===== src/rtl/cc20_pkg.sv =====
// ----------------------------------------------------------------------------
// ChaCha20 package
// Constants, types and round helpers shared by controller and datapath.
// ----------------------------------------------------------------------------
package cc20_pkg;

	localparam int DOUBLE_ROUNDS = 10;
	// one half quarter-round step per cycle: four steps per double round
	localparam int STEPS  = 4 * DOUBLE_ROUNDS;
	localparam int STEP_W = $clog2(STEPS);
	localparam logic [STEP_W-1:0] STEP_LAST = STEP_W'(STEPS - 1);

	localparam int CFG_W = 64;
	localparam int IDX_W = 3;

	localparam logic [IDX_W-1:0] REG_KEY0   = 3'd0;
	localparam logic [IDX_W-1:0] REG_KEY1   = 3'd1;
	localparam logic [IDX_W-1:0] REG_KEY2   = 3'd2;
	localparam logic [IDX_W-1:0] REG_KEY3   = 3'd3;
	localparam logic [IDX_W-1:0] REG_NONCE0 = 3'd4;
	localparam logic [IDX_W-1:0] REG_NONCE1 = 3'd5;
	localparam logic [IDX_W-1:0] REG_CTR    = 3'd6;

	localparam logic [31:0] SIGMA0 = 32'h61707865;
	localparam logic [31:0] SIGMA1 = 32'h3320646e;
	localparam logic [31:0] SIGMA2 = 32'h79622d32;
	localparam logic [31:0] SIGMA3 = 32'h6b206574;

	typedef logic [31:0] word_t;

	typedef struct packed {
		word_t a;
		word_t b;
		word_t c;
		word_t d;
	} qr_t;

	typedef struct packed {
		logic load_item;
		logic consume;
		logic gen_start;
		logic gen_step;
		logic gen_ff;
		logic out_load;
	} cmd_t;

	typedef struct packed {
		logic ks_valid;
		logic item_end;
		logic gen_last;
	} sts_t;

	function automatic word_t rotl(input word_t v, input int s);
		return (v << s) | (v >> (32 - s));
	endfunction

	// first or second half of a quarter round
	function automatic qr_t qr_half(input word_t a, input word_t b, input word_t c,
			input word_t d, input logic second);
		qr_t r;
		r.a = a + b;
		r.d = second ? rotl(d ^ r.a, 8) : rotl(d ^ r.a, 16);
		r.c = c + r.d;
		r.b = second ? rotl(b ^ r.c, 7) : rotl(b ^ r.c, 12);
		return r;
	endfunction

endpackage


===== src/rtl/cc20_ctrl.sv =====
// ----------------------------------------------------------------------------
// ChaCha20 controller
// Sequences word intake, block generation, consumption and result hand-off.
// ----------------------------------------------------------------------------
module cc20_ctrl
	import cc20_pkg::*;
(
	input  logic clk,
	input  logic arst_n,
	input  logic s_tvalid,
	output logic s_tready,
	output logic m_tvalid,
	input  logic m_tready,
	input  sts_t sts,
	output cmd_t cmd
);

	typedef enum logic [4:0] {
		ST_IDLE = 5'b00001,
		ST_RUN  = 5'b00010,
		ST_GEN  = 5'b00100,
		ST_FF   = 5'b01000,
		ST_DONE = 5'b10000
	} state_t;

	state_t state_q, state_nxt;
	logic   out_valid_q;
	logic   out_free;

	assign out_free = !out_valid_q || m_tready;
	assign s_tready = (state_q == ST_IDLE);
	assign m_tvalid = out_valid_q;

	always_comb begin
		state_nxt = state_q;
		cmd       = '0;
		unique case (state_q)
			ST_IDLE: begin
				if (s_tvalid) begin
					cmd.load_item = 1'b1;
					state_nxt     = ST_RUN;
				end
			end
			ST_RUN: begin
				if (!sts.ks_valid) begin
					cmd.gen_start = 1'b1;
					state_nxt     = ST_GEN;
				end else begin
					cmd.consume = 1'b1;
					if (sts.item_end) begin
						if (out_free) begin
							cmd.out_load = 1'b1;
							state_nxt    = ST_IDLE;
						end else begin
							state_nxt = ST_DONE;
						end
					end
				end
			end
			ST_GEN: begin
				cmd.gen_step = 1'b1;
				if (sts.gen_last) begin
					state_nxt = ST_FF;
				end
			end
			ST_FF: begin
				cmd.gen_ff = 1'b1;
				state_nxt  = ST_RUN;
			end
			ST_DONE: begin
				// hold the finished word until the output register frees
				if (out_free) begin
					cmd.out_load = 1'b1;
					state_nxt    = ST_IDLE;
				end
			end
			default: begin
				state_nxt = ST_IDLE;
			end
		endcase
	end

	always_ff @(posedge clk or negedge arst_n) begin
		if (!arst_n) begin
			state_q     <= ST_IDLE;
			out_valid_q <= 1'b0;
		end else begin
			state_q <= state_nxt;
			if (cmd.out_load) begin
				out_valid_q <= 1'b1;
			end else if (m_tready) begin
				out_valid_q <= 1'b0;
			end
		end
	end

endmodule


===== config.mk =====
export PLATFORM = sky130hd
export DESIGN_NAME = cc20_ctrl
export DESIGN_NICKNAME = d
export VERILOG_FILES = /design/src/rtl/cc20_pkg.sv /design/src/rtl/cc20_ctrl.sv
export SDC_FILE = /design/constraint.sdc
export NUM_CORES = 1
export LEC_CHECK = 0
export BUFFER_PORTS_ARGS = -buffer_cell sky130_fd_sc_hd__buf_4
export CAP_MARGIN = 20
export CORE_AREA = 4 4 41 43
export DETAILED_ROUTE_END_ITERATION = 8
export DIE_AREA = 0 0 45 47
export PLACE_DENSITY_LB_ADDON = 0.12
export SETUP_SLACK_MARGIN = 0.5
export SLEW_MARGIN = 10
export SYNTH_ARGS = -nofsm -noshare
export SYNTH_HDL_FRONTEND = slang
export SYNTH_SLANG_ARGS = --single-unit

===== constraint.sdc =====
create_clock -name clk -period 3.7 [get_ports clk]
set_input_delay 0.74 -clock clk [delete_from_list [all_inputs] [get_ports clk]]
set_output_delay 0.74 -clock clk [all_outputs]
set_load 0.02 [all_outputs]

* Word-level counts from Yosys, hierarchy flattened
Index checks and enable logic that the tools add are counted.
** Storage, ports and cells
- Flip-flop bits (word level) :: 6
- Bits in latches :: 0
- Bits in writable memories :: 0
- ROM bits :: 0
- Bits of input ports :: 7
- Output and inout port bits :: 8
- Logic and storage cells :: 35
- Memories :: 0
** Cells by class
- Add/subtract/negate cells :: 0
- Multipliers :: 0
- Div/mod/pow operators :: 0
- Order comparisons :: 0
- Eq/ne operators :: 9
- Shifts and indexed selects :: 0
- Multiplexer cells :: 20
- Bitwise operators :: 0
- Reductions and logical operators :: 4
** Operators by type and width (count)
- $mux 5 :: 6
- $pmux 5 s5 :: 1
- $mux 1 :: 11
- $ne 2x2->1 const B :: 3
- $eq 5x1->1 const B :: 1
- $eq 5x2->1 const B :: 1
- $eq 5x3->1 const B :: 1
- $eq 5x4->1 const B :: 1
- $eq 5x5->1 const B :: 1
- $reduce_and 4->1 :: 1
- $ne 3x3->1 const B :: 1
- $mux 2 :: 1
- $pmux 1 s2 :: 1
- $reduce_bool 2->1 :: 1
- $logic_not 1->1 :: 1
- $logic_or 1x1->1 :: 1

* Longest topological paths before layout
- Word-level depth :: 7
- Mapped depth :: 5
- Mapped depth without buffers :: 4

* Worst setup path before layout
Ideal clock, no wire load.
- Path kind :: reg-to-output
- Start :: reg state_q[4]
- End :: out cmd[2] (netlist bit)
- Data arrival time :: 1425 ps
- Data required time :: 2960 ps
- Setup slack :: 1535 ps
- Stages on the path, launching flop included :: 5
- Path buffers :: 1
- Cell sequence :: dfrtp_1 > buf_6 > or3_4 > or3b_4 > inv_1
** RTL lines
- start: declaration :: line cc20_ctrl.sv:26 : state_t state_q, state_nxt;
- start signal: assignment :: line cc20_ctrl.sv:88 : state_q <= state_nxt;
- end: declaration :: line cc20_ctrl.sv:15 : output cmd_t cmd

==> results.md <==
* CP max-delay cell: dfrtp_1
* Kind of critical path: register to output port
* GRT overflow at 0
* Max clock buf depth at 2
* Worst r2r path cells at 4
* Top_reg_cell synth: dfrtp_1
* Core Region at 0.00130 sq mm
* Routed vias/inst at 5.22
* Number of synthesized flops with an enable pin at 0
* Share of layout cells above drive strength 1 at 34.9%
* CTS buffer count at 3
* GP Congestion at 0.756
* Most instantiated library cell after synthesis: dfrtp_1
* CP startpoint: state_q[4]
* Max H-tree Level at 1
* Nature of the critical path endpoint: output port
* Critical path required time at 2.96 ns
* Mean Syn Cell Area at 8.91 sq um
* F_max at 401 MHz
* Initial antenna violation count at 0
* Hold buffer count at cts at 0
* Synth Instances at 50
* Synth top area cells: dfrtp_1 28%, dfstp_2 5.9%, buf_6 5.1%
* Post-synth top area share at between 20% and 30%
* Most frequent cells after synthesis: 5 x dfrtp_1, 4 x nand2_1, 4 x nor2_1
* Final wirelength at 989 um
* CP Launch Type: register
* Worst vdd rail ir drop at between 300 and 400 uV
* CTS resizes at 0
* Full die area at 0.00212 sq mm
* Critical path depth at 4
* Vias in the first global route at around 370
* RSZ-0062 raised after global routing: false
* Clk Latency, worst-skew pair at 0.25 ns
* Mapped Area at 445 sq um
* Root buffer cell: clkbuf_4
* Flops & latches, synth at 6
* First-pass GRT wire length at roughly 1600 um
* Iter 0 DRT Violations at 6
* Routed len/inst at between 10 and 15 um
* Static leakage power at 0.274 nW
* Minimum clock period at 2.50 ns
* Initial Utilization at roughly a third
* Rel. slew slack at about four fifths
* Max_cap viols at 0
* Site row count at 13
* Least-Margin Pin Slew at around 0.29 ns
* Reg-to-reg startpoint: state_q[3]
* Clock-pin slew on the worst setup and hold paths at 0.05 ns
* Gate family responsible for the most delay along the worst path: simple AND/OR/NAND/NOR gates
* Die height at 47 um
* Die width at 45 um
* Pwr/cell area at 674 mW/mm^2
* # DRC at 0
* Antenna diodes at 0
* Distinct cell type count after synthesis at 30
* Syn nets at 57
* Reg2Reg Setup Slack at 1.96 ns
* Max FO, Critical Path at 9
* Fill count at approximately 160
* ANT nets after route at 0
* R2r endpoint: state_q[1]
* Skew final at 0.00790 ns
* Via Count at about 410
* Final hold violations at 0
* Layout area overhead at 24.7%
* Worst Path Arrival at 1.76 ns
* CTS sink count at 6
* Port-buffer cells at 14
* Register area share after synthesis at 34.0%
* Drt pass-1 iters at 3
* Setup TNS after final layout at 0 ns
* CTS tree: built
* Async set-reset flop share out of synthesis at 100%
* Ys Warns at 0
* Pwr Total at 375 uW
* Largest net degree at the start of global routing at 11
* DPL Wire Length at 748 um
* Ports at 15
* Largest area contributor in the netlist: dfrtp_1
* CP endpoint: cmd[2]
* Crit share post-route at 67.5%
* Layout net count at 71
* Crit path buffers/inverters at 2
* Final Slew Violations at 0
* Setup bufs post-CTS at 0
* HP Class: input pin to async pin
* CP Cell Sequence: or3_4 -> or3b_4 -> inv_1 -> buf_4
* Final setup fails at 0
* Worst path max stage delay at between 0.4 and 0.5 ns
* Total track usage at around 11%
* Status: finished, final reports clean
[state kept, by name, summed over array words and instances, names as in the netlist]
| name | flops |
|---|---|
| state_q | 5 |
| m_tvalid | 1 |
[layout by cell type (no fill, tap or decap), drive strengths merged, types with 2 or more instances in the layout]
| cell | count |
|---|---|
| nor3b | 2 |
| buf | 14 |
| xor2 | 2 |
| o211ai | 3 |
| nor3 | 3 |
| dfrtp | 5 |
| clkbuf | 4 |
| nand2 | 4 |
| nand3 | 2 |
| inv | 3 |
| nor2 | 4 |
| or3 | 2 |
[logic make-up (layout without fill, tap and decap cells)]
kind of cell	count (synthesis)	in the layout	share of synthesized area (%)
simple gates	24	24	33.4
buf+inv	8	21	11.5
flops	6	6	34.0
xor+xnor	2	2	3.93
compound gates	9	9	14.9
mux	1	1	2.25
[metal layers]
layer	global-route usage [%]	part of all wire [%]	routed length, um
met3	6.51	8.1	80
met4	5.26	1.2	12
met2	17.2	46	458
met5	0	0	0
met1	12.4	44	436
[final cells by class]
class	count	area, sq um	area share (%)
tap	15	18.8	3.38
timing repair buffer	14	105	18.9
multi-input combinational	36	243	43.7
inverter	3	11.3	2.03
clock buffer	4	26.3	4.73
sequential	6	151	27.3
[how the worst min path moves through the flow]
stage	from	endpoint	slack (ns)
floorplan	arst_n	m_tvalid	0.44
global placement	arst_n	m_tvalid	0.55
detailed placement	arst_n	m_tvalid	0.55
CTS	arst_n	state_q[3]	0.27
global route	arst_n	state_q[2]	0.27
finish	arst_n	state_q[2]	0.28
[through the flow]
step | util, % | setup WS [ns] | cells | instance area [sq um] | hold slack [ns]
5_1_grt | 42.7 | 1.08 | 78 | 556 | 0.271
3_5_place_dp | 40.7 | 1.46 | 74 | 529 | 0.549
2_1_floorplan | - | 1.53 | 50 | 445 | 0.444
6_report | 42.7 | 1.20 | 78 | 556 | 0.279
4_1_cts | 42.7 | 1.19 | 78 | 556 | 0.275
3_3_place_gp | 40.7 | 1.48 | 74 | 529 | 0.550
[power by group]
group,total [mW],switching (mW),internal (mW)
Sequential,0.124,0.0362,0.0878
Combinational,0.183,0.0929,0.0904
Clock,0.0673,0.0263,0.0410
Power figures use the tool's default switching activity.
